File: config.mk
export PLATFORM = sky130hd
export DESIGN_NAME = accessory_sense_classifier_debounce_unit
export DESIGN_NICKNAME = d
export VERILOG_FILES = /design/src/rtl/core/asc_pkg.sv /design/src/rtl/core/accessory_sense_classifier_debounce_unit.sv /design/src/rtl/core/asc_classify.sv
export SDC_FILE = /design/constraint.sdc
export NUM_CORES = 1
export LEC_CHECK = 0
export BUFFER_PORTS_ARGS = -buffer_cell sky130_fd_sc_hd__buf_2
export CORE_ASPECT_RATIO = 1.5
export CORE_UTILIZATION = 35
export CTS_CLUSTER_SIZE = 10
export DETAILED_ROUTE_END_ITERATION = 12
export HOLD_SLACK_MARGIN = 0.05
export REMOVE_ABC_BUFFERS = 1
export SLEW_MARGIN = 25
export SYNTH_ARGS = -nofsm -noshare
export SYNTH_HDL_FRONTEND = slang
export SYNTH_SLANG_ARGS = --single-unit
File: constraint.sdc
create_clock -name i_clk -period 12.1 [get_ports i_clk]
set_input_delay 0.605 -clock i_clk [delete_from_list [all_inputs] [get_ports i_clk]]
set_output_delay 0.605 -clock i_clk [all_outputs]
set_load 0.02 [all_outputs]
File: src/rtl/core/asc_pkg.sv
package asc_pkg;

    // Class codes of the sense classifier
    typedef enum logic [2:0] {
        CLS_OK           = 3'd0,
        CLS_DISCONNECTED = 3'd1,
        CLS_SHORT        = 3'd2,
        CLS_OPEN         = 3'd3,
        CLS_FAULT        = 3'd4
    } t_class;

    // Configuration register indexes
    typedef enum logic [2:0] {
        REG_SHORT_ENTER = 3'd0,
        REG_SHORT_EXIT  = 3'd1,
        REG_OPEN_EXIT   = 3'd2,
        REG_OPEN_ENTER  = 3'd3,
        REG_CONFIRM     = 3'd4
    } t_reg_index;

    localparam int unsigned MV_W    = 16;
    localparam int unsigned RUN_W   = 8;
    localparam int unsigned COUNT_W = 32;
    localparam int unsigned CLASS_W = 3;

    localparam logic [RUN_W-1:0] RUN_MAX = {RUN_W{1'b1}};

    localparam logic [MV_W-1:0]  RST_SHORT_ENTER = 16'd200;
    localparam logic [MV_W-1:0]  RST_SHORT_EXIT  = 16'd300;
    localparam logic [MV_W-1:0]  RST_OPEN_EXIT   = 16'd2700;
    localparam logic [MV_W-1:0]  RST_OPEN_ENTER  = 16'd2800;
    localparam logic [RUN_W-1:0] RST_CONFIRM     = 8'd3;

    // Window thresholds handed to the classifier
    typedef struct packed {
        logic [MV_W-1:0] short_enter;
        logic [MV_W-1:0] short_exit;
        logic [MV_W-1:0] open_exit;
        logic [MV_W-1:0] open_enter;
    } t_thresh;

endpackage

File: src/rtl/core/accessory_sense_classifier_debounce_unit.sv
// Accessory sense classifier: each input beat (connector present, measurement
// valid, sense voltage in mV) yields one result beat with the debounced class,
// a changed flag, the two mute lines and wrapping fault and transition totals.
// The block sustains one beat per cycle while the output is not stalled; a beat
// passes through the input register and then the result register. The feedback
// through the classifier and the debounce state registers sets that rate. The
// user must write thresholds and the confirm count through the configuration
// port (always ready) only while the block is idle; it is not enforced.
module accessory_sense_classifier_debounce_unit (
    input  logic        i_clk,
    input  logic        i_rst_n,
    // input channel
    input  logic        i_in_valid,
    output logic        o_in_stall,
    input  logic        i_connector_present,
    input  logic        i_measurement_valid,
    input  logic [15:0] i_sense_millivolts,
    // result channel
    output logic        o_out_valid,
    input  logic        i_out_stall,
    output logic [2:0]  o_confirmed_class,
    output logic        o_class_changed,
    output logic        o_mute_tx,
    output logic        o_mute_rx,
    output logic [31:0] o_fault_total,
    output logic [31:0] o_change_total,
    // configuration channel
    input  logic        i_cfg_valid,
    output logic        o_cfg_ready,
    input  logic [2:0]  i_cfg_index,
    input  logic [15:0] i_cfg_data
);
    import asc_pkg::*;

    // configuration
    t_thresh          r_thresh;
    logic [RUN_W-1:0] r_confirm;

    // input register
    logic             r_in_valid;
    logic             r_present;
    logic             r_meas_valid;
    logic [MV_W-1:0]  r_mv;

    // debounce state
    t_class             r_conf;
    t_class             r_pend;
    logic [RUN_W-1:0]   r_run;
    logic [COUNT_W-1:0] r_fault;
    logic [COUNT_W-1:0] r_change;

    // result register
    logic               r_out_valid;
    logic [CLASS_W-1:0] r_out_class;
    logic               r_out_changed;
    logic               r_out_mute_tx;
    logic               r_out_mute_rx;
    logic [COUNT_W-1:0] r_out_fault;
    logic [COUNT_W-1:0] r_out_change;

    t_class             raw;
    t_class             n_conf;
    t_class             n_pend;
    logic [RUN_W-1:0]   n_run;
    logic [COUNT_W-1:0] n_fault;
    logic [COUNT_W-1:0] n_change;
    logic               changed;
    logic               out_free;
    logic               advance;
    logic               in_accept;

    // Handshake: the input register takes a beat whenever it is empty or can move on
    assign out_free   = !r_out_valid || !i_out_stall;
    assign advance    = r_in_valid && out_free;
    assign o_in_stall = r_in_valid && !out_free;
    assign in_accept  = i_in_valid && !o_in_stall;
    assign o_cfg_ready = 1'b1;

    // Write configuration registers
    always_ff @(posedge i_clk) begin
        if (!i_rst_n) begin
            r_thresh.short_enter <= RST_SHORT_ENTER;
            r_thresh.short_exit  <= RST_SHORT_EXIT;
            r_thresh.open_exit   <= RST_OPEN_EXIT;
            r_thresh.open_enter  <= RST_OPEN_ENTER;
            r_confirm            <= RST_CONFIRM;
        end else if (i_cfg_valid) begin
            unique case (i_cfg_index)
                REG_SHORT_ENTER: r_thresh.short_enter <= i_cfg_data;
                REG_SHORT_EXIT:  r_thresh.short_exit  <= i_cfg_data;
                REG_OPEN_EXIT:   r_thresh.open_exit   <= i_cfg_data;
                REG_OPEN_ENTER:  r_thresh.open_enter  <= i_cfg_data;
                REG_CONFIRM:     r_confirm            <= i_cfg_data[RUN_W-1:0];
                default: ;
            endcase
        end
    end

    // Hold the accepted beat in the input register
    always_ff @(posedge i_clk) begin
        if (!i_rst_n) begin
            r_in_valid <= 1'b0;
        end else if (in_accept) begin
            r_in_valid <= 1'b1;
        end else if (advance) begin
            r_in_valid <= 1'b0;
        end
    end

    always_ff @(posedge i_clk) begin
        if (in_accept) begin
            r_present    <= i_connector_present;
            r_meas_valid <= i_measurement_valid;
            r_mv         <= i_sense_millivolts;
        end
    end

    asc_classify u_classify (
        .i_present   (r_present),
        .i_valid     (r_meas_valid),
        .i_mv        (r_mv),
        .i_thresh    (r_thresh),
        .i_confirmed (r_conf),
        .o_raw       (raw)
    );

    // Debounce: restart the run on a new class, otherwise extend it, saturating at the top
    always_comb begin
        if (raw != r_pend) begin
            n_pend = raw;
            n_run  = {{(RUN_W-1){1'b0}}, 1'b1};
        end else begin
            n_pend = r_pend;
            n_run  = (r_run < RUN_MAX) ? r_run + 1'b1 : r_run;
        end
        changed  = (n_pend != r_conf) && (n_run >= r_confirm);
        n_conf   = changed ? n_pend : r_conf;
        n_change = changed ? r_change + 1'b1 : r_change;
        n_fault  = (raw != CLS_OK) ? r_fault + 1'b1 : r_fault;
    end

    // Advance debounce state once per beat
    always_ff @(posedge i_clk) begin
        if (!i_rst_n) begin
            r_conf   <= CLS_FAULT;
            r_pend   <= CLS_FAULT;
            r_run    <= '0;
            r_fault  <= '0;
            r_change <= '0;
        end else if (advance) begin
            r_conf   <= n_conf;
            r_pend   <= n_pend;
            r_run    <= n_run;
            r_fault  <= n_fault;
            r_change <= n_change;
        end
    end

    // Result register
    always_ff @(posedge i_clk) begin
        if (!i_rst_n) begin
            r_out_valid <= 1'b0;
        end else if (advance) begin
            r_out_valid <= 1'b1;
        end else if (out_free) begin
            r_out_valid <= 1'b0;
        end
    end

    always_ff @(posedge i_clk) begin
        if (advance) begin
            r_out_class   <= n_conf;
            r_out_changed <= changed;
            r_out_mute_tx <= (raw != CLS_OK) || (n_conf != CLS_OK);
            r_out_mute_rx <= !r_present || !r_meas_valid;
            r_out_fault   <= n_fault;
            r_out_change  <= n_change;
        end
    end

    assign o_out_valid       = r_out_valid;
    assign o_confirmed_class = r_out_class;
    assign o_class_changed   = r_out_changed;
    assign o_mute_tx         = r_out_mute_tx;
    assign o_mute_rx         = r_out_mute_rx;
    assign o_fault_total     = r_out_fault;
    assign o_change_total    = r_out_change;

endmodule

File: src/rtl/core/asc_classify.sv
module asc_classify (
    input  logic               i_present,
    input  logic               i_valid,
    input  logic [15:0]        i_mv,
    input  asc_pkg::t_thresh   i_thresh,
    input  asc_pkg::t_class    i_confirmed,
    output asc_pkg::t_class    o_raw
);
    import asc_pkg::*;

    // Classify one sample; hold windows apply against the confirmed class
    always_comb begin
        priority if (!i_valid) begin
            o_raw = CLS_FAULT;
        end else if (!i_present) begin
            o_raw = CLS_DISCONNECTED;
        end else if (i_confirmed == CLS_SHORT && i_mv < i_thresh.short_exit) begin
            o_raw = CLS_SHORT;
        end else if (i_confirmed == CLS_OPEN && i_mv > i_thresh.open_exit) begin
            o_raw = CLS_OPEN;
        end else if (i_mv <= i_thresh.short_enter) begin
            o_raw = CLS_SHORT;
        end else if (i_mv >= i_thresh.open_enter) begin
            o_raw = CLS_OPEN;
        end else begin
            o_raw = CLS_OK;
        end
    end

endmodule

* Word-level counts from Yosys, hierarchy flattened *
Index checks and enable logic that the tools add are counted.

storage, ports and cells
  bits in registers = 240
  bits of input ports = 42
  output and inout bits = 73
  word-level logic and storage cells = 79

operators by class
  add/sub/neg operators = 3
  magnitude comparators = 6
  eq/ne operators = 8
  multiplexer cells = 16
  reductions and logical operators = 25

operator list
  cell                                                  count
  adder 32 x 1 -> 32 bit (second input constant)        2
  two-way mux 32 bit                                    2
  two-way mux 3 bit                                     7
  >= comparator 16 bit                                  1
  > comparator 16 bit                                   1
  <= comparator 16 bit                                  1
  less-than comparator 16 bit                           1
  two-way mux 8 bit                                     2
  equality test 3 x 2 -> 1 bit (second input constant)  4
  AND reduction 2 bit                                   5
  adder 8 x 1 -> 8 bit (second input constant)          1
  >= comparator 8 bit                                   1
  less-than comparator 8 bit (second input constant)    1
  logical AND 1 bit                                     6
  zero test 1 bit                                       6
  != test 3 bit                                         2
  nonzero test 3 bit                                    2
  two-way mux 1 bit                                     4
  nonzero test 2 bit                                    2
  equality test 3 x 1 -> 1 bit (second input constant)  1
  equality test 3 bit (second input constant)           1
  zero test 3 bit                                       1
  logical OR 1 bit                                      3
  two-way mux 2 bit                                     1

* Logic depth before layout (Yosys ltp) *
Gate-level depths: netlist of the first run.

  depth after elaboration = 14
  gate-level depth with buffers = 26
  gate-level depth less buffers = 22

* Cells and area by module *
A second synthesis of the first run with hierarchy kept.

second synthesis, totals
  cells, all modules = 1297
  area total of the unflattened synthesis = 12126.6 µm²

modules (own cells, without submodules)
  module                                    times used  cells each  area each (µm²)  seq. area each (µm²)
  accessory_sense_classifier_debounce_unit  1           1072        10523.8          5685.5
  asc_classify                              1           225         1602.8           0.0

* Worst setup path before layout of the first run *
No wires, ideal clock.

  kind = register -> register
  start point = register r_mv[13]
  end point = register r_out_mute_tx (netlist: o_mute_tx) (data pin)
  library setup time = 272 ps
  arrival time = 5000 ps
  required time = 11828 ps
  setup slack = 6828 ps
  stages on the path, launching flop included = 23
  path buffers = 2
  period minus slack after synthesis = 5272 ps
  path through = edfxtp_1 > ha_1 > nand4_1 > or4_1 > or4_1 > nand3_1 > or4b_1 > buf_6 > nor2b_4 > xnor2_2 > nand2_2 > buf_6 > a21oi_1 > ha_1 > nand2b_1 > a21o_1 > a21o_1 > a21oi_1 > nor2b_1 > o21ai_0 > a21oi_1 > mux2_2 > or4b_1

between the ends
  cells in the longest elaborated chain, start to end = 14
  elaborated cells between the ends (all ways) = 22
  classes of those cells = 5 x order compare; 2 x eq/ne; 9 x mux; 6 x reduce/logical

RTL lines
  what                                                           line                                             source
  start, declared                                                accessory_sense_classifier_debounce_unit.sv:43   logic [MV_W-1:0] r_mv;
  start signal, assigned                                         accessory_sense_classifier_debounce_unit.sv:114  r_mv <= i_sense_millivolts;
  >= comparator 16 bit                                           asc_classify.sv:23                               end else if (i_mv >= i_thresh.open_enter) begin
  two-way mux 2 bit                                              asc_classify.sv:23
  two-way mux 3 bit                                              asc_classify.sv:21                               end else if (i_mv <= i_thresh.short_enter) begin
  two-way mux 3 bit                                              asc_classify.sv:19                               end else if (i_confirmed == CLS_OPEN && i_mv > i_thresh.open_exit) begin
  two-way mux 3 bit *                                            asc_classify.sv:17                               end else if (i_confirmed == CLS_SHORT && i_mv < i_thresh.short_exit) begin
  two-way mux 3 bit *                                            asc_classify.sv:15                               end else if (!i_present) begin
  two-way mux 3 bit *                                            asc_classify.sv:13                               priority if (!i_valid) begin
  != test 3 bit                                                  accessory_sense_classifier_debounce_unit.sv:129  if (raw != r_pend) begin
  two-way mux 8 bit / two-way mux 3 bit (equally long branches)  accessory_sense_classifier_debounce_unit.sv:129
  >= comparator 8 bit / != test 3 bit (equally long branches)    accessory_sense_classifier_debounce_unit.sv:136  changed = (n_pend != r_conf) && (n_run >= r_confirm);
  logical AND 1 bit                                              accessory_sense_classifier_debounce_unit.sv:136
  two-way mux 3 bit *                                            accessory_sense_classifier_debounce_unit.sv:137  n_conf = changed ? n_pend : r_conf;
  named net n_conf[0]                                            accessory_sense_classifier_debounce_unit.sv:62   t_class n_conf;
  nonzero test 3 bit *                                           accessory_sense_classifier_debounce_unit.sv:174  r_out_mute_tx <= (raw != CLS_OK) || (n_conf != CLS_OK);
  logical OR 1 bit *                                             accessory_sense_classifier_debounce_unit.sv:174
  end signal, assigned                                           accessory_sense_classifier_debounce_unit.sv:174
  end, declared                                                  accessory_sense_classifier_debounce_unit.sv:56   logic r_out_mute_tx;

The timed path passes the listed nets; every way through them passes the cells marked *.
A chain may end at the register's enable or synchronous reset.

* Worst setup path in the final report of the first run *
  start point = register r_mv[14]
  end point = register r_out_mute_tx (netlist: o_mute_tx) (data pin)

The elaborated chain is that of the path after synthesis.

==> results of run 1 <==
[through the flow]
| step | hold WS, ns | std cells |
|---|---|---|
| floorplan | 0.443 | 1222 |
| global placement | 0.454 | 1766 |
| detailed placement | 0.459 | 1766 |
| CTS | 0.210 | 1818 |
| global route | 0.208 | 1818 |
| finish | 0.232 | 1818 |
[logic make-up after synthesis]
family,count (synthesis),share of synthesized area (%)
and+or+nand+nor,507,20.5
other,1,0.0309
buffers and inverters,137,4.74
xor gates and xnor gates,93,6.78
adders and majority gates,74,7.64
DFF,240,46.9
AOI/OAI and AO/OA,213,12.2
muxes,14,1.19
[worst register-to-register path: stages, from the launching register on]
cell,delay [ns]
edfxtp_1,0.46
ha_1,0.38
nand4_1,0.22
nor4_1,0.50
a21boi_0,0.30
o31ai_1,0.11
or4b_1,0.71
nor2b_4,0.22
xnor2_2,0.16
nand2_2,0.17
a21oi_1,0.18
ha_1,0.24
nand2b_1,0.14
a21o_1,0.17
a21o_1,0.16
a21oi_1,0.15
nor2b_1,0.06
o21ai_0,0.25
a21oi_1,0.21
mux2_2,0.32
or4b_1,0.49
[flip-flops by register name, summed over array words and instances, names as in the netlist]
signal             count
o_change_total        32
o_class_changed        1
o_confirmed_class      3
o_fault_total         32
o_mute_rx              1
o_mute_tx              1
o_out_valid            1
r_change              32
r_conf                 3
r_confirm              8
r_fault               32
r_in_valid             1
r_meas_valid           1
r_mv                  16
r_pend                 3
r_present              1
r_run                  8
r_thresh              64
[final timing paths]
path	slack, ns	startpoint	cells after the start	endpoint
setup / recovery	6.23	r_mv[14]	20	o_mute_tx
hold / removal	0.23	i_sense_millivolts[4]	1	r_mv[4]
hold reg to reg	0.46	r_confirm[5]	2	r_confirm[5]
setup reg to reg	6.23	r_mv[14]	20	o_mute_tx
[cell usage in the layout (no fill, tap or decap), types with 3 or more instances in the layout]
cell type  instances
nand2_1          212
dfxtp_1          152
buf_2            112
edfxtp_1          88
inv_1             79
a21boi_0          77
ha_1              74
nand3_1           62
xnor2_1           62
nor2_1            37
o21ai_0           36
and3_1            36
and2_1            34
a21oi_1           30
xor2_1            30
clkbuf_16         29
nand4_1           24
o211ai_1          24
nor3_1            23
or3_1             22
nand2b_1          18
clkbuf_1          18
mux2i_1           11
nor2b_1            9
a21o_1             8
buf_4              7
or2_2              6
nor4_1             4
a31oi_1            4
a211oi_1           4
o31ai_1            3
clkinv_2           3
mux2_2             3
o21a_1             3
a31o_2             3
a21boi_1           3
[power groups by stage]
stage	registers, mW	clock network, mW	logic (mW)
detailed placement	0.891	0	0.143
global placement	0.891	0	0.141
finish	0.874	0.785	0.143
CTS	0.874	0.809	0.144
floorplan	0.904	0	0.0692
global route	0.876	0.842	0.158
[final cells by class]
type                    count  area [µm²]  area share [%]
flip-flops and latches    240        5690            41.0
clock buffers              49         821            5.92
clock inverters             3        18.8           0.135
inverters                  80         302            2.17
repair buffers            119         613            4.42
well taps                 425         532            3.84
multi-input cells         902        5890            42.5
[metal layers]
| metal | global-route usage (%) | share of wire (%) | vias to the layer above |
|---|---|---|---|
| li1 | - | - | 4618 |
| met1 | 18.3 | 41 | 4241 |
| met2 | 30.4 | 52 | 180 |
| met3 | 2.54 | 4.2 | 57 |
| met4 | 6.13 | 3.1 | 0 |
| met5 | 0 | 0 | - |
==> results.md, run 1 <==
* Largest net degree at the start of global routing at 89
* Top cell type's share of synthesized area at 25.1%
* Fmax achieved at 170 MHz
* GR Util All Layers at 16.3%
* Post-synth EDFFs at 88
* Final wirelength at 28.3 mm
* Layout Skew at 0.0127 ns
* Largest fanout on the critical path at 12
* Final Hold Fails at 0
* Final Cell Area at 0.0139 mm²
* Routed WL per cell at 15.6 µm
* Fillers at 3406
* # nets final at 1488
* CP Buf/Inv Count at 0
* Antenna Diode Count at 0
* Crit start category: flop
* Commonest cells in the netlist: nand2_1 (212), dfxtp_1 (152), edfxtp_1 (88)
* Finished Core Util at 40.6%
* DRC at 0
* CTS tree: built
* Post-cts resize count at 0
* Layout cell share with drive strength beyond 1 at 12.8%
* Avg Inst Size Synth at 9.48 µm²
* Cts hold-fix bufs at 0
* Most common cell in the netlist: nand2_1
* CP top delay family: simple AND/OR/NAND/NOR gates
* Yosys reg bits at 240
* Vias in the first global route at 8890
* Yosys top cell by area: dfxtp_1
* Initial antenna violation count at 0
* Outcome: completed
* Comb power frac at 7.9%
* Slowest stage delay, CP at 0.71 ns
* Gate count after technology mapping at 1279
* Max VDD drop at 0.111 mV
* DRT iter0 DRCs at 391
* Critical-path top delay cell: or4b_1
* Starting Density at 35.5%
* Number of post-CTS setup repair buffers at 0
* Placed instance area at 0.0130 mm²
* Tmin final at 5.87 ns
* Slew margin rel. at 31.4%
* Final Cycle Share at 48.5%
* Vias at 9096
* Sw power at 0.436 mW
* IO buf count at 113
* Int Power at 1.37 mW
* Async set-or-reset flop fraction in the synthesized netlist at 0%
* Yosys warnings at 0
* Max_cap viols at 0
* CP cell instances: ha_1 -> nand4_1 -> nor4_1 -> a21boi_0 -> o31ai_1 -> or4b_1 -> nor2b_4 -> xnor2_2 -> nand2_2 -> a21oi_1 -> ha_1 -> nand2b_1 -> a21o_1 -> a21o_1 -> a21oi_1 -> nor2b_1 -> o21ai_0 -> a21oi_1 -> mux2_2 -> or4b_1
* Slew @ Worst Pin at 1.03 ns
* Post-Syn Area at 0.0121 mm²
* Area contributors post-synth: dfxtp_1 (25%), edfxtp_1 (22%), ha_1 (7.6%)
* Setup violators final at 0
* Post-synthesis sequential area ratio at 46.9%
* TritonCTS Buffers at 29
* Unique cell type count in the Yosys netlist at 63
* Clock latency on the worst-skew pair at 0.55 ns
* Critical path class: flop to flop
* Fin. max-slew vios at 0
* Clock root cell: clkbuf_16
* DP HPWL at 19.8 mm
* Fraction of power consumed by sequential logic at 48.5%
* Pwr/cell area at 130 mW/mm²
* Static Leak at 5.31 nW
* Clk slew on worst S/H paths at 0.06 ns
* Clock sinks at 240
* # rows at 83
* Clk pwr share at 43.6%
* TritonRoute pass-1 iters at 5
* First-pass GRT wire length at 45.9 mm
* Chip Height at 230 µm
* Hold Crit Class: primary input to flop
* I/O pin cnt at 115
* CP required at 12.38 ns
* RSZ-0062 raised after global routing: no
* Fin Setup TNS at 0 ns
* Layout area overhead at 14.4%
* Detail Route Antenna Nets at 0
* Setup WS pre-CTS at 6.22 ns
* Crit path DAT at 6.15 ns
* Main flop type after synthesis: dfxtp_1
* Maximum buffer depth of the clock tree at 3
* Fin worst setup slack at 6.23 ns
* Die Area at 0.0354 mm²
* GR Overflow Total at 0
* Routability cong. at 0.871
* Switching part of the total at 24.2%
* Most used cell, CP: a21oi_1
* Die X at 154 µm
* CP Capture Type: flop
* Total Power at 1.80 mW
* Core Area at 0.0342 mm²
* H-tree levels at 1
* Vias per cell at 5.00
Power figures use the tool's default switching activity.
==> run 2, diff against run 1 <==
ABC_AREA = 1   (was unset)
clock period = 5.7 ns   (was 12.1 ns; I/O delays follow)
==> run 2 against run 1 <==
Sequential share of layout area down 3.4 points. Worst setup slack worse by 4.6 ns. Worst hold slack worse by 0.16 ns. Largest cell class unchanged. Largest power group unchanged. Register-to-register slack got worse by 4.6 ns.
==> results.md, run 2 <==
* Chip Height at 238 µm
* XOR/XNOR Fraction of Synth Area at 4.37%
* Hold Crit Class: primary input to flop
* Async set-or-reset flop fraction in the synthesized netlist at 0%
* Crit start category: flop
* Multiplexer share of the synthesized area at 0.0768%
* Detail Route Antenna Nets at 0
* Fin. max-slew vios at 0
* Commonest cells in the netlist: nand2_1 (289), inv_1 (256), a21oi_1 (152), dfxtp_1 (152), o21ai_0 (116)
* GR peak layer: met2
* Fin Setup TNS at 0 ns
* CP Capture Type: flop
* IO buf count at 113
* Setup violators final at 0
* Max_cap viols at 0
* Most common cell in the netlist: nand2_1
* Initial antenna violation count at 2
* # rows at 86
* GR Util All Layers at 17.2%
* Slew margin rel. at 33.6%
* Post-synthesis compound-gate area fraction at 12.1%
* Final wirelength at 33.2 mm
* Layout area overhead at 16.0%
* Routed WL per cell at 14.8 µm
* Tmin final at 4.08 ns
* Avg Inst Size Synth at 8.09 µm²
* GRT met2 Usage at 32.3%
* Vias at 10800
* Most flop-heavy register: r_thresh
* Gate count after technology mapping at 1612
* Largest register FFs at 64
* Outcome: completed
* Yosys top cell by area: dfxtp_1
* Most frequent cells in the layout: nand2_1 (289), inv_1 (256), a21oi_1 (152), dfxtp_1 (152), o21ai_0 (116)
* CP top delay family: simple AND/OR/NAND/NOR gates
* Post-synthesis sequential area ratio at 43.6%
* Layout cell share with drive strength beyond 1 at 13.4%
* Layout Skew at 0.0211 ns
* Clk slew on worst S/H paths at 0.06 ns
* Critical path class: flop to flop
* TritonRoute pass-1 iters at 5
* DP HPWL at 23.7 mm
* Area contributors post-synth: dfxtp_1 (23%), edfxtp_1 (20%), nand2_1 (8.3%)
* Static Leak at 6.75 nW
* Largest net degree at the start of global routing at 137
* First-pass GRT wire length at 52.7 mm
* Synth Area in Simple Gates at 22.8%
* Starting Density at 35.5%
* Met1 GRT Util at 19.7%
* Clock root cell: clkbuf_16
* Main flop type after synthesis: dfxtp_1
* Hold slack final at 0.0708 ns
* Clock latency on the worst-skew pair at 0.55 ns
* Maximum buffer depth of the clock tree at 3
* Slowest stage delay, CP at 0.46 ns
* Slew @ Worst Pin at 0.995 ns
* Met3 usage at 1.98%
* TritonCTS Buffers at 28
* Routability cong. at 0.864
* GR Overflow Total at 0
* Final Hold Fails at 0
* Clock sinks at 240
* CP cell instances: ha_1 -> nand2_1 -> inv_1 -> o21ai_1 -> nand3_1 -> nor2_1 -> nand2_1 -> nor2_1 -> nand3_2 -> nand2_4 -> xor2_1 -> nor2_1 -> nand2_1 -> inv_1 -> nand2_1 -> inv_1 -> ha_1 -> nand2_1 -> nor2_1 -> nand4_1 -> o2111ai_4 -> nand2_8 -> nand2_1 -> nand3_1
* Post-synthesis adder-cell area fraction at 7.10%
* Crit path DAT at 4.37 ns
* Most common cell after layout, fill and taps aside: nand2_1
* Most used cell, CP: nand2_1
* Die X at 160 µm
* Fillers at 3687
* CTS tree: built
* Critical-path top delay cell: edfxtp_1
* H-tree levels at 1
* Main combinational cell family by area after synthesis: simple AND/OR/NAND/NOR gates
* Fmax achieved at 245 MHz
* Setup WS pre-CTS at 1.52 ns
* # nets final at 1851
* Top cell type's share of synthesized area at 23.3%
* Yosys reg bits at 240
* R2R depth at 24
* Vias in the first global route at 10300
* CP required at 5.99 ns
* Core Area at 0.0367 mm²
* Fin worst setup slack at 1.62 ns
* Max VDD drop at 0.185 mV
* DRC at 0
* Largest fanout on the critical path at 34
* Die Area at 0.0380 mm²
* Number of post-CTS setup repair buffers at 0
* Worst path depth at 24
* Post-Syn Area at 0.0130 mm²
* CP Buf/Inv Count at 3
* DRT iter0 DRCs at 509
* Post-synth EDFFs at 88
* Vias per cell at 4.80
* RSZ-0062 raised after global routing: no
* I/O pin cnt at 115
* Yosys warnings at 0
* Unique cell type count in the Yosys netlist at 37
* WHS Path Cells at 3
* Final Cycle Share at 71.5%
* Pwr/cell area at 284 mW/mm²
run 2: cell types whose count changed after synthesis, sizes merged, moves of 35 or more:
cell / previous run / this run
inv: 80 / 263
nand3: 63 / 98
o21ai: 36 / 133
a21boi: 80 / 0
a21oi: 30 / 152
nand2: 213 / 326
nor2: 39 / 109
xnor2: 63 / 2
and3: 37 / 0
run 2: final timing paths:
path / endpoint / start / slack (ns)
worst max register to register: o_mute_tx / r_mv[13] / 1.62
worst min-delay path: r_confirm[1] / i_cfg_data[1] / 0.07
worst max-delay path: o_mute_tx / r_mv[13] / 1.62
worst min register to register: r_thresh[43] / r_thresh[43] / 0.46
run 2: per-layer routing:
metal | up-vias | routed length [µm]
met5 | - | 0
met4 | 0 | 1010
met3 | 57 | 1190
met2 | 203 | 17400
met1 | 4981 | 13600
li1 | 5512 | -
run 2: stage by stage:
stage	area (µm²)	power, mW	instances	util [%]
6_report	15100	4.29	2241	41.2
5_1_grt	15100	4.50	2241	41.2
4_1_cts	15100	4.36	2239	41.2
3_5_place_dp	14000	2.67	2159	38.2
3_3_place_gp	14000	2.65	2159	38.2
2_1_floorplan	12700	2.47	1554	-
run 2: tightest hold or removal path: stages:
cell,delay (ns)
buf_2,0.15
nand2_1,0.07
o211ai_1,0.08
run 2: kinds of logic after synthesis:
group,after synthesis
AND/OR/NAND/NOR,605
buffers and inverters,321
AO/OA/AOI/OAI,305
flip-flops,240
adder cells (fa/ha/maj),74
XOR/XNOR,65
other,1
multiplexers,1
run 2: area by class of cell:
class / instances / area [µm²] / share of cell area [%]
clock inverter: 1 / 5.00 / 0.0331
antenna: 2 / 5.00 / 0.0331
clock buffer: 49 / 811 / 5.36
timing repair buffer: 151 / 938 / 6.20
multi-input combinational: 1051 / 6090 / 40.3
inverter: 263 / 987 / 6.53
tap: 484 / 606 / 4.00
sequential: 240 / 5690 / 37.6
run 2: what timing repair did:
action / 4_1_cts / 5_1_grt
endpoints found under the setup margin: 0 / 0
hold endpoints to repair: 44 / 0
resized for setup: 0 / 0
hold buffers: 30 / 0
run 2: power by group:
part           total [mW]  switching [mW]  internal (mW)
clock network        1.65           0.696          0.951
registers            1.98          0.0810           1.89
logic               0.669           0.447          0.221
